==> src/rtl/pwelf_pkg.sv <==
package pwelf_pkg;

  typedef enum logic [3:0] {
    ST_CLEAR,
    ST_IDLE,
    ST_READ,
    ST_MDIV,
    ST_MUL,
    ST_M2,
    ST_VDIV,
    ST_DONE
  } state_e;

  localparam int unsigned ValW  = 32;
  localparam int unsigned M2W   = 64;
  localparam int unsigned CntW  = 32;
  localparam int unsigned DiffW = 33;

endpackage

==> src/rtl/pwelf_div.sv <==
// restoring divider, one quotient bit per cycle
module pwelf_div import pwelf_pkg::*; (
  input  logic           clk_i,
  input  logic           rst_ni,
  input  logic           start_i,
  input  logic [M2W-1:0] dividend_i,
  input  logic [CntW-1:0] divisor_i,
  output logic           busy_o,
  output logic [M2W-1:0] quot_o
);

  logic [M2W-1:0]  quot_q, quot_d;
  logic [CntW:0]   rem_q, rem_d;
  logic [CntW-1:0] dvs_q, dvs_d;
  logic [6:0]      cnt_q, cnt_d;
  logic            busy_q, busy_d;
  logic [CntW:0]   trial;

  always_comb begin
    quot_d = quot_q;
    rem_d  = rem_q;
    dvs_d  = dvs_q;
    cnt_d  = cnt_q;
    busy_d = busy_q;
    trial  = {rem_q[CntW-1:0], quot_q[M2W-1]};
    if (start_i) begin
      quot_d = dividend_i;
      rem_d  = '0;
      dvs_d  = divisor_i;
      cnt_d  = 7'(M2W);
      busy_d = 1'b1;
    end else if (busy_q) begin
      if (trial >= {1'b0, dvs_q}) begin
        rem_d  = trial - {1'b0, dvs_q};
        quot_d = {quot_q[M2W-2:0], 1'b1};
      end else begin
        rem_d  = trial;
        quot_d = {quot_q[M2W-2:0], 1'b0};
      end
      cnt_d = cnt_q - 7'd1;
      if (cnt_q == 7'd1) busy_d = 1'b0;
    end
  end

  always_ff @(posedge clk_i or negedge rst_ni) begin
    if (!rst_ni) begin
      busy_q <= 1'b0;
      cnt_q  <= '0;
    end else begin
      busy_q <= busy_d;
      cnt_q  <= cnt_d;
    end
  end

  always_ff @(posedge clk_i) begin
    quot_q <= quot_d;
    rem_q  <= rem_d;
    dvs_q  <= dvs_d;
  end

  assign busy_o = busy_q;
  assign quot_o = quot_q;

endmodule

==> config.mk <==
export PLATFORM = sky130hd
export DESIGN_NAME = pwelf_div
export DESIGN_NICKNAME = d
export VERILOG_FILES = /design/src/rtl/pwelf_pkg.sv /design/src/rtl/pwelf_div.sv
export SDC_FILE = /design/constraint.sdc
export NUM_CORES = 1
export LEC_CHECK = 0
export ABC_AREA = 1
export BUFFER_PORTS_ARGS = -buffer_cell sky130_fd_sc_hd__buf_2
export CAP_MARGIN = 10
export CORE_ASPECT_RATIO = 0.9
export CORE_MARGIN = 8
export CORE_UTILIZATION = 51
export CTS_CLUSTER_DIAMETER = 150
export DETAILED_ROUTE_END_ITERATION = 8
export GPL_TIMING_DRIVEN = 0
export MAX_ROUTING_LAYER = met4
export PLACE_DENSITY = 0.78
export RECOVER_POWER = 100
export SLEW_MARGIN = 10
export SYNTH_ARGS = -nofsm -noshare
export SYNTH_HDL_FRONTEND = slang
export SYNTH_SLANG_ARGS = --single-unit
==> constraint.sdc <==
create_clock -name clk_i -period 3.1 [get_ports clk_i]
set_clock_uncertainty 0.15 [all_clocks]
set_input_delay 0.465 -clock clk_i [delete_from_list [all_inputs] [get_ports clk_i]]
set_output_delay 0.465 -clock clk_i [all_outputs]
set_load 0.02 [all_outputs]
# Word-level counts from Yosys, hierarchy flattened
# Cells that the tools add are included.
# Widths: inputs -> output; s select.
# word_totals
ff_bits	136
in_bits	99
output_inout_bits	65
elab_cells	19
# op_classes
add_sub_neg	2
n_lt_le_gt_ge	1
eq_ne	1
muxes	9
n_reduce_logical	1
# op_table
cell	count
$mux 64	2
$ge 33x32->1	1
$mux 32	1
$sub 32x32->32	1
$mux 7	2
$eq 7x1->1 const B	1
$sub 7x1->7 const B	1
$mux 1	4
$reduce_bool 2->1	1

# Longest topological paths before layout
# Gate-level depths: netlist (run 1).
# depth
ltp_word	4
ltp_mapped	16
depth_no_buf	16

# Worst setup path after synthesis (run 1)
# Ideal clock, no wire load.
# synth_path
kind	register -> register
from	reg busy_q (netlist: busy_o)
to	reg quot_q[0] (netlist: quot_o[0]) (enable)
setup_time_ns	0.454
arrival_time_ns	2.692
t_required_ns	2.496
slack_ns	-0.196
stages_incl_launch_ff	4
period_less_slack_ns	3.296
path_cell_list	dfrtp_1 nor2_1 inv_1 clkbuf_1
# synth_between
elab_chain_len	1
# synth_rtl
item	line_no	text
from (decl)	pwelf_div.sv:16	logic busy_q, busy_d;
from (signal assigned)	pwelf_div.sv:50	busy_q <= busy_d;
$reduce_bool 2->1 (no source line)	--	
to (signal assigned)	pwelf_div.sv:56	quot_q <= quot_d;
to (decl)	pwelf_div.sv:12	logic [M2W-1:0] quot_q, quot_d;
# Every way passes these cells.
# A chain may end at the register's enable or synchronous reset.

# Worst setup path in the final report (run 1)
# layout_path
from	reg dvs_q[20]
to	reg rem_q[28]
# layout_between
elab_chain_len	2
elab_cells_between_ends	3
# layout_rtl
item	line_no	text
from (decl)	pwelf_div.sv:14	logic [CntW-1:0] dvs_q, dvs_d;
from (signal assigned)	pwelf_div.sv:58	dvs_q <= dvs_d;
$sub 32x32->32 / $ge 33x32->1 (equally long branches)	pwelf_div.sv:34, pwelf_div.sv:33	
$mux 32 *	pwelf_div.sv:33	if (trial >= {1'b0, dvs_q}) begin
to (signal assigned)	pwelf_div.sv:57	rem_q <= rem_d;
to (decl)	pwelf_div.sv:13	logic [CntW:0] rem_q, rem_d;
# Mark *: on every way between the ends. The rest lies on a longest branch, timed or not.

==> metrics.yaml, run 1 <==
synthesis:
  yosys.area_share.simple: 0.340
  ys_warn_count: 0
  synth_seq_cells: 136
  synthAdderAreaFrac: 0.0542
  synthesis.area_mm2: 0.00822
  synth_ff_type: "edfxtp_1"
  synth_nets: 1233
  synth_top_family_by_area: "simple AND/OR/NAND/NOR gates"
  syn_avg_cell_area_um2: 7.48
  synthArstFlopShare: 0.0588
  yosysUniqueCellTypes: 40
  synth_xor_area_frac: 0.0149
  synth_compound_area_frac: 0.0367
  synthCells: 1099
  ys_seq_area_frac: 0.453
  synth-edff-count: 96
  synth.mux.area_fraction: 0
layout:
  drive_gt1_frac: 0.138
  nNetsFinal: 1417
  syn2layout_area_growth_pct: 19.3
  instances_no_fill: 1506
  fill_cells: 1528
  multi_input_area_mm2: 0.00363
  regArea_mm2: 0.00372
  utilization: 0.614
pwr:
  power.leakage_nw: 5.14
  p_comb_frac: 0.408
  ir_worst_vdd_v: 0.000478
  p_int_mw: 4.60
  clkPwrFrac: 0.270
  p_seq_frac: 0.322
  p_sw_mw: 3.02
  p_per_area_mw_per_mm2: 777
  swShare: 0.397
floorplanning:
  core_mm2: 0.0160
  fp.dieW_um: 150
  initial_core_util: 0.515
  die_h_um: 136
  rows: 44
  die_area_mm2: 0.0204
  io_pins: 164
timing:
  whs_ps: 61.5
  fmax_mhz: 373
  tightest_slew_ps: 865
  hold_viol: 0
  finalCritPeriodShare: 0.866
  rsz0062_at_grt: "no"
  period_needed_ps: 2680
  maxSlewViolCount: 0
  setup_violations: 0
  maxSlewHeadroom: 0.424
cts:
  cts_max_path_buffers: 2
  post_cts_buffers: 0
  insertion_delay_ps: 430
  holdBufCountCts: 1
  clock_sinks: 136
  cts_tree: "yes"
  cts-root-buf: "clkbuf_16"
  cts_buffers: 17
  cts_resized: 0
  path_clk_slew_ps: 70
  cts_max_level: 4
setup_path:
  cp-start-kind: "flip-flop"
  cp_cell_sequence: "inv_1 > ha_1 > nand2_1 > nor2_1 > nand2_1 > nor2_1 > nand3_2 > nand3_1 > nor2_8 > nand2_1 > buf_6 > nand2_1 > nand3_1 > nand2_1"
  r2r_cells: 14
  slowest_stage: "ha_1"
  r2r_slack_ps: 420
  r2r_start: "dvs_q[20]"
  critPathMostFrequentCell: "nand2_1"
  arrival_ps: 2840
  worstReg2RegEnd: "rem_q[28]"
  cpPeakStageDelay_ps: 370
  path_class: "flip-flop to flip-flop"
  crit_fanout: 10
  cp-end-kind: "flip-flop"
  crit_required_ps: 3260
drt:
  vias: 7510
  drtIter0Drc: 582
  dr.pass1.iters: 5
  ant_nets: 0
  viasPerCell: 4.99
  drt-total-wl_um: 22700
  drc: 0
  wl_per_cell_um: 15.1
worst_hold_path:
  worstHoldPathCells: 1
  hold_path_end: "dvs_q[17]"
  min_from: "divisor_i[17]"
  hold_class: "input port to flip-flop"
placed_design:
  gp_congestion: 1.00
  dpl.cell_count: 1470
  portBuffers: 163
  hpwl_um: 17700
grt:
  overflow: 0
  grt_max_degree: 41
  grt_pass1_wl_um: 36000
  track_usage: 0.232
  grt_pass1_vias: 7293
  antenna_found_initial: 3
status:
  status: "finished, final reports clean"
run:
  maxCapViolCount: 0
[synthesized netlist by cell type (3+ instances only)]
library cell	n	area, um2
nand3_1	74	370
o21ai_1	16	80.1
inv_2	6	22.5
buf_2	3	15.0
edfxtp_1	96	2880
nor2_1	39	146
dfxtp_1	32	641
nand3b_1	21	158
nor2_2	8	50.1
a21oi_1	27	135
inv_1	167	627
xnor2_1	13	114
clkbuf_1	18	67.6
nand2_1	470	1760
dfrtp_1	8	200
nand3_2	3	30.0
nor3_1	5	25.0
o21ai_0	10	50.1
nand2_2	19	119
ha_1	34	425
buf_6	4	45.0
[cells by family after synthesis]
| group | count (synthesis) |
|---|---|
| and+or+nand+nor | 653 |
| buffers and inverters | 203 |
| DFF | 136 |
| AOI/OAI and AO/OA | 58 |
| adders and majority gates | 35 |
| xor gates and xnor gates | 14 |
[placed cells by master, fill, tap and decap left out, drive strengths merged, types with 3 or more instances in the layout]
| cell | netlist | routed |
|---|---|---|
| nor3 | 6 | 6 |
| nand2 | 491 | 491 |
| dfrtp | 8 | 8 |
| xnor2 | 13 | 13 |
| edfxtp | 96 | 96 |
| a21oi | 27 | 27 |
| clkinv | 1 | 6 |
| nand3 | 77 | 77 |
| diode | 0 | 3 |
| dfxtp | 32 | 32 |
| nand3b | 21 | 21 |
| clkbuf | 18 | 102 |
| o21ai | 26 | 26 |
| inv | 173 | 179 |
| ha | 34 | 34 |
| buf | 11 | 109 |
| nor2 | 50 | 50 |
[worst max path at each step]
stage          startpoint    endpoint  depth (start not counted)
2_1_floorplan      busy_o   quot_o[0]                          3
3_3_place_gp      start_i  quot_o[22]                          4
3_5_place_dp      start_i  quot_o[42]                          5
4_1_cts        quot_o[63]   rem_q[16]                         15
5_1_grt         dvs_q[21]   rem_q[18]                         14
6_report        dvs_q[20]   rem_q[28]                         14
[cell type report]
cell class,instances,area share
timing repair buffer,165,0.0778
clock inverter,14,0.0165
tap,207,0.0264
clock buffer,18,0.0437
inverter,174,0.0666
multi-input combinational,760,0.370
sequential,136,0.380
buffer,29,0.0185
antenna,3,0.000765
[registers in the layout, indices dropped and copies added, names as in the netlist]
name,count
busy_o,1
quot_o,64
dvs_q,32
cnt_q,7
rem_q,32
[per-stage QoR]
step	cell area [um2]	TNS, ps	total power [mW]	worst slack (ps)
finish	9810	0	7.62	416
global route	9810	0	8.14	204
CTS	9920	0	7.69	586
detailed placement	9320	0	5.62	130
global placement	9300	-38600	5.56	-549
floorplan	8220	0	4.80	853
[critical path: cells and delay by family (launching register included)]
family                     cells  cell delay (ps)
buffers and inverters          2              250
DFF                            1              320
and+or+nand+nor               11             1460
adders and majority gates      1              370
[per-layer routing]
| metal | track usage | part of all wire |
|---|---|---|
| met5 | - | 0 |
| met4 | 0.0593 | 0.014 |
| met3 | 0.0632 | 0.083 |
| met2 | 0.367 | 0.46 |
| met1 | 0.291 | 0.45 |
[power groups by stage]
stage	logic [mW]	registers [mW]	clock network (mW)
2_1_floorplan	2.24	2.57	0
3_3_place_gp	3.09	2.47	0
3_5_place_dp	3.14	2.48	0
4_1_cts	3.16	2.45	2.09
5_1_grt	3.49	2.49	2.16
6_report	3.11	2.45	2.06
Note: power is estimated with default switching activity, not from simulation.
==> run 2, diff against run 1 <==
Settings changed: CTS_CLUSTER_DIAMETER 150 to 100, PLACE_DENSITY 0.78 to 0.88.
==> run 2 against run 1 <==
Clock power is essentially flat. Highest routed layer unchanged. Worst setup slack lost 15 ps. Critical path type unchanged. Wire length grew 4.0%.
==> metrics.yaml, run 2 (synthesis gave the netlist of run 1 again) <==
status:
  status: "finished, final reports clean"
cts:
  cts_max_level: 4  # unchanged
  cts_max_path_buffers: 2  # unchanged
  cts_tree: "yes"
  path_clk_slew_ps: 70  # about the same
  cts-root-buf: "clkbuf_16"
  post_cts_buffers: 0  # unchanged
  insertion_delay_ps: 440  # about the same
  clock_sinks: 136  # unchanged
  cts_buffers: 17  # unchanged
pwr:
  p_total_mw: 7.63  # +0.15%
  p_seq_frac: 0.322  # about the same
  p_per_area_mw_per_mm2: 778  # +0.15%
  p_int_mw: 4.51  # -1.8%
  ir_worst_vdd_v: 0.000467  # -2.3%
  clkPwrFrac: 0.266  # -0.004
  power.leakage_nw: 5.12  # -0.30%
  p_sw_mw: 3.12  # +3.2%
  swShare: 0.409  # +0.0119
  p_comb_frac: 0.412  # +0.004
setup_path:
  r2r_slack_ps: 400  # -20 ps
  cp-start-kind: "flip-flop"
  r2r_cells: 12  # -2
  crit_fanout: 10  # unchanged
  arrival_ps: 2870  # +30 ps
  crit_start: "dvs_q[31]"
  crit_required_ps: 3270  # about the same
  r2r_start: "dvs_q[31]"
  path_class: "flip-flop to flip-flop"
  cp-end-kind: "flip-flop"
  worstReg2RegEnd: "rem_q[20]"
  endpoint: "rem_q[20]"
timing:
  fmax_mhz: 370  # -0.56%
  tightest_slew_ps: 869  # +3.83 ps
  tns_ps: 0  # unchanged
  period_needed_ps: 2700  # +15.0 ps
  rsz0062_at_grt: "no"
  finalCritPeriodShare: 0.871  # +0.00485
  maxSlewHeadroom: 0.421  # -0.00255
  setup_slack_ps: 400  # -15.0 ps
  setup_violations: 0  # unchanged
  maxSlewViolCount: 0  # unchanged
  hold_viol: 0  # unchanged
grt:
  grt_pass1_wl_um: 37500  # +4.0%
  grt_max_degree: 51  # +24%
  overflow: 0  # unchanged
  grt_pass1_vias: 7599  # +4.2%
  antenna_found_initial: 2  # -1
  track_usage: 0.242  # +0.00973
floorplanning:
  fp.dieW_um: 150  # unchanged
  io_pins: 164  # unchanged
  initial_core_util: 0.515  # unchanged
  rows: 44  # unchanged
  die_area_mm2: 0.0204  # unchanged
  die_h_um: 136  # unchanged
  core_mm2: 0.0160  # unchanged
layout:
  postLayoutCellArea_mm2: 0.00981  # unchanged
  mostFrequentLayoutCell: "nand2_1"
  nNetsFinal: 1417  # unchanged
  instances_no_fill: 1505  # -0.066%
  fill_cells: 1441  # -5.7%
  largest_reg_flops: 64  # unchanged
  final_cell_mix: "472 x nand2_1, 168 x inv_1, 99 x buf_2"
  syn2layout_area_growth_pct: 19.3  # unchanged
  drive_gt1_frac: 0.140  # +0.00231
placed_design:
  gp_congestion: 1.00  # about the same
  hpwl_um: 18100  # +2.8%
  portBuffers: 163  # unchanged
  dpl.cell_count: 1470  # unchanged
  dpl_cell_area_mm2: 0.00933  # about the same
  post-place-ws_ps: 191  # +60.8 ps
drt:
  ant_nets: 0  # unchanged
  vias: 7563  # +0.71%
  drtIter0Drc: 617  # +6.0%
  dr.pass1.iters: 5  # unchanged
  viasPerCell: 5.03  # +0.77%
  drc: 0  # unchanged
  wl_per_cell_um: 15.7  # +4.0%
  drt-total-wl_um: 23600  # +4.0%
worst_hold_path:
  hold_class: "input port to flip-flop"
  min_from: "divisor_i[15]"
run:
  maxCapViolCount: 0  # unchanged
-- run 2: worst min path at each step --
stage / slack, ps / cells after the start / endpoint
4_1_cts: 40 / 1 / dvs_q[15]
5_1_grt: 40 / 1 / dvs_q[15]
2_1_floorplan: 20 / 0 / busy_o
3_3_place_gp: 170 / 1 / busy_o
3_5_place_dp: 160 / 1 / busy_o
6_report: 50 / 1 / dvs_q[15]
-- run 2: metrics by stage --
step / hold slack [ps] / util
floorplan: 19.4 / -
global placement: 166 / 0.582
detailed placement: 164 / 0.584
CTS: 36.7 / 0.621
global route: 39.3 / 0.614
finish: 48.0 / 0.614
-- run 2: worst max-delay path, cell delays in order (launching register included) --
cell	delay, ps
edfxtp_1	320
inv_1	40
ha_1	330
inv_2	50
nor2_1	250
nand3_1	190
nor3_1	220
nand2_1	290
nand2_8	180
clkbuf_2	300
nand2_1	130
nand3_1	80
nand2_1	50
-- run 2: final cells by class --
class | instances | area [um2] | area share
Clock buffer | 17 | 425 | 0.0434
Clock inverter | 15 | 160 | 0.0163
Buffer | 29 | 163 | 0.0166
Sequential cell | 136 | 3720 | 0.380
Antenna cell | 2 | 5.00 | 0.000510
Inverter | 174 | 653 | 0.0666
Multi-Input combinational cell | 760 | 3650 | 0.372
Tap cell | 207 | 259 | 0.0264
Timing Repair Buffer | 165 | 771 | 0.0786
-- run 2: power groups by stage --
stage                     clock network (mW)  registers, mW  logic, mW
after floorplan                            0           2.57       2.24
after detailed placement                   0           2.48       3.17
after global placement                     0           2.47       3.08
after global routing                    2.14           2.49       3.50
final                                   2.03           2.46       3.14
after CTS                               2.07           2.45       3.19
-- run 2: repair_timing --
item	CTS	global route
hold endpoints to repair	8	0
hold buffers	1	0
gates resized for setup	0	0
-- run 2: routing by layer --
layer	up-vias	global-route usage	part of all wire
met5	-	-	0
li1	3802	-	-
met1	3438	0.289	0.42
met3	29	0.0699	0.084
met2	294	0.394	0.48
met4	0	0.0677	0.017
==> run 3, diff against run 2 <==
Settings changed: ABC_AREA 1 to default, CORE_UTILIZATION 51 to 49, PLACE_DENSITY 0.88 to 0.86.
==> run 3 against run 2 <==
The flow now finishes with violations (negative setup slack). Combinational power is 4% lower. Fmax is 16% lower. Largest power group unchanged. Synthesized cell count is 43% lower.
==> metrics.yaml, run 3 <==
grt:
  track_usage: 0.205  # -0.0373
  grt_pass1_wl_um: 29400  # -22%
  overflow: 0  # unchanged
  antenna_found_initial: 1  # -1
  grt_max_degree: 65  # +27%
  grt_pass1_vias: 5922  # -22%
synthesis:
  yosysUniqueCellTypes: 52  # +30%
  synth_ff_type: "edfxtp_1"
  ys_seq_area_frac: 0.512  # +0.0586
  synth_area_leaders: "edfxtp_1 40%, mux2_2 9.9%, dfxtp_1 8.8%"
  synth_nets: 757  # -39%
  synth_largest_area_cell: "edfxtp_1"
  synthCells: 623  # -43%
  yosysTopAreaCellShare: 0.396  # +0.0454
  synth-edff-count: 96  # unchanged
  synthesis.area_mm2: 0.00728  # -11%
  synthArstFlopShare: 0.0588  # unchanged
  syn_avg_cell_area_um2: 11.7  # +56%
  ys_warn_count: 0  # unchanged
  yosysMostFrequentCell: "edfxtp_1"
  synth_top_cells_by_count: "96 x edfxtp_1, 64 x mux2_2, 52 x nor2_1, 42 x inv_1, 34 x ha_1"
  synth_seq_cells: 136  # unchanged
pwr:
  p_comb_frac: 0.410  # -0.002
  clkPwrFrac: 0.252  # -0.014
  swShare: 0.344  # -0.0652
  ir_worst_vdd_v: 0.000488  # +4.6%
  power.leakage_nw: 4.02  # -21%
  p_seq_frac: 0.338  # +0.016
  p_per_area_mw_per_mm2: 789  # +1.4%
  p_sw_mw: 2.55  # -18%
  p_total_mw: 7.41  # -3.0%
  p_int_mw: 4.86  # +7.7%
layout:
  nNetsFinal: 963  # -32%
  instances_no_fill: 1041  # -31%
  regArea_mm2: 0.00372  # about the same
  final_cell_mix: "97 x buf_2, 96 x edfxtp_1, 89 x clkbuf_1"
  syn2layout_area_growth_pct: 29.0
  fill_cells: 1130  # -22%
  postLayoutCellArea_mm2: 0.00939  # -4.3%
  drive_gt1_frac: 0.334  # +0.193
  mostFrequentLayoutCell: "buf_2"
  multi_input_area_mm2: 0.00354  # -3.0%
  utilization: 0.643  # +0.0280
  largest_reg_flops: 64  # unchanged
timing:
  setup_slack_ps: -121  # -521 ps
  maxSlewHeadroom: 0.440  # +0.0190
  maxSlewViolCount: 0  # unchanged
  rsz0062_at_grt: "yes"
  period_needed_ps: 3220  # +521 ps
  setup_violations: 29  # +29
  hold_viol: 0  # unchanged
  fmax_mhz: 310  # -16%
  tightest_slew_ps: 840  # -28.4 ps
  whs_ps: 61.4  # +13.4 ps
  tns_ps: -2060  # -2060 ps
  finalCritPeriodShare: 1.04  # +0.168
setup_path:
  arrival_ps: 3420  # +550 ps
  r2r_slack_ps: -120  # -520 ps
  path_class: "flip-flop to flip-flop"
  r2r_cells: 11  # -1
  worstReg2RegEnd: "rem_q[0]"
  cp-start-kind: "flip-flop"
  r2r_start: "rem_q[0]"
  cp-end-kind: "flip-flop"
  crit_fanout: 8  # -2
  crit_required_ps: 3300  # +30 ps
status:
  status: "complete, but fails checks"
  violations: "negative setup slack"
drt:
  wl_per_cell_um: 18.6  # +18%
  viasPerCell: 5.49  # +9.2%
  vias: 5715  # -24%
  drtIter0Drc: 342  # -45%
  dr.pass1.iters: 5  # unchanged
  ant_nets: 0  # unchanged
  drt-total-wl_um: 19400  # -18%
  drc: 0  # unchanged
cts:
  cts_max_level: 4  # unchanged
  path_clk_slew_ps: 70  # about the same
  cts_tree: "yes"
  cts_buffers: 17  # unchanged
  insertion_delay_ps: 430  # about the same
  clock_sinks: 136  # unchanged
  cts-root-buf: "clkbuf_16"
  cts_max_path_buffers: 2  # unchanged
worst_hold_path:
  hold_path_end: "dvs_q[5]"
  min_from: "divisor_i[5]"
  worstHoldPathCells: 1  # unchanged
  hold_class: "input port to flip-flop"
floorplanning:
  die_h_um: 132  # -3.5%
  die_area_mm2: 0.0190  # -7.0%
  core_mm2: 0.0146  # -8.5%
  fp.dieW_um: 144  # -3.6%
  initial_core_util: 0.498  # -0.0167
  io_pins: 164  # unchanged
  rows: 42  # -4.5%
placed_design:
  dpl_cell_area_mm2: 0.00835  # -10%
  post-place-ws_ps: -304  # -495 ps
  portBuffers: 163  # unchanged
  gp_congestion: 0.908  # -9.4%
  dpl.cell_count: 984  # -33%
  hpwl_um: 13500  # -26%
run:
  maxCapViolCount: 0  # unchanged
-- run 3: cell types whose count changed after synthesis, sizes merged, moves of 28 or more --
cell	previous run	this run
a211oi	0	32
nand2	491	23
mux2	0	64
inv	173	42
mux2i	0	28
nand3	77	6
-- run 3: logic make-up after synthesis --
logic type / count (synthesis) / synth area share
buf+inv: 73 / 0.0454
xor+xnor: 34 / 0.0409
flops: 136 / 0.512
fa+ha+maj: 35 / 0.0612
simple gates: 119 / 0.0758
compound gates: 134 / 0.128
mux: 92 / 0.138
-- run 3: power by group through the flow --
stage,sequential [mW],combinational [mW],clock [mW]
6_report,2.50,3.03,1.87
5_1_grt,2.54,3.24,1.97
4_1_cts,2.48,2.50,1.90
3_5_place_dp,2.51,2.37,0
3_3_place_gp,2.49,2.33,0
2_1_floorplan,2.63,1.69,0
-- run 3: worst max path at each step --
stage          slack, ps  startpoint         end
6_report            -120    rem_q[0]    rem_q[0]
5_1_grt             -200    rem_q[0]    rem_q[0]
4_1_cts              -40  quot_o[63]   rem_q[30]
3_5_place_dp        -300  quot_o[63]   rem_q[24]
3_3_place_gp       -1270     start_i  quot_o[38]
2_1_floorplan          9  quot_o[63]   rem_q[24]
-- run 3: layer usage --
metal | vias to the layer above | GRT usage | part of all wire
met5 | - | - | 0
met4 | 0 | 0.0786 | 0.021
met3 | 35 | 0.0692 | 0.073
met2 | 216 | 0.321 | 0.48
met1 | 2745 | 0.238 | 0.42
li1 | 2719 | - | -
-- run 3: area by class of cell --
class | count | share of cell area
Tap cell | 198 | 0.0264
Inverter | 42 | 0.0171
Timing Repair Buffer | 190 | 0.106
Clock buffer | 17 | 0.0453
Clock inverter | 15 | 0.0125
Multi-Input combinational cell | 414 | 0.377
Antenna cell | 1 | 0.000267
Sequential cell | 136 | 0.397
Buffer | 28 | 0.0181
-- run 3: worst max-delay path, cell delays in order, from the launching register on --
cell      delay, ps
dfxtp_1         480
ha_1            320
nor2b_4         160
o21bai_4        130
a21oi_2          80
or3b_4          420
a211o_1         310
a21oi_2         210
o21a_2          190
buf_12          150
mux2_2          350
a211oi_2        200
-- run 3: repair_timing --
item,in CTS,in global routing
pin swaps,19,49
endpoints found under the setup margin,30,33
hold buffers,1,0
setup buffers,15,9
resized for setup,20,50
gates cloned,0,2
endpoints found under the hold margin,8,0
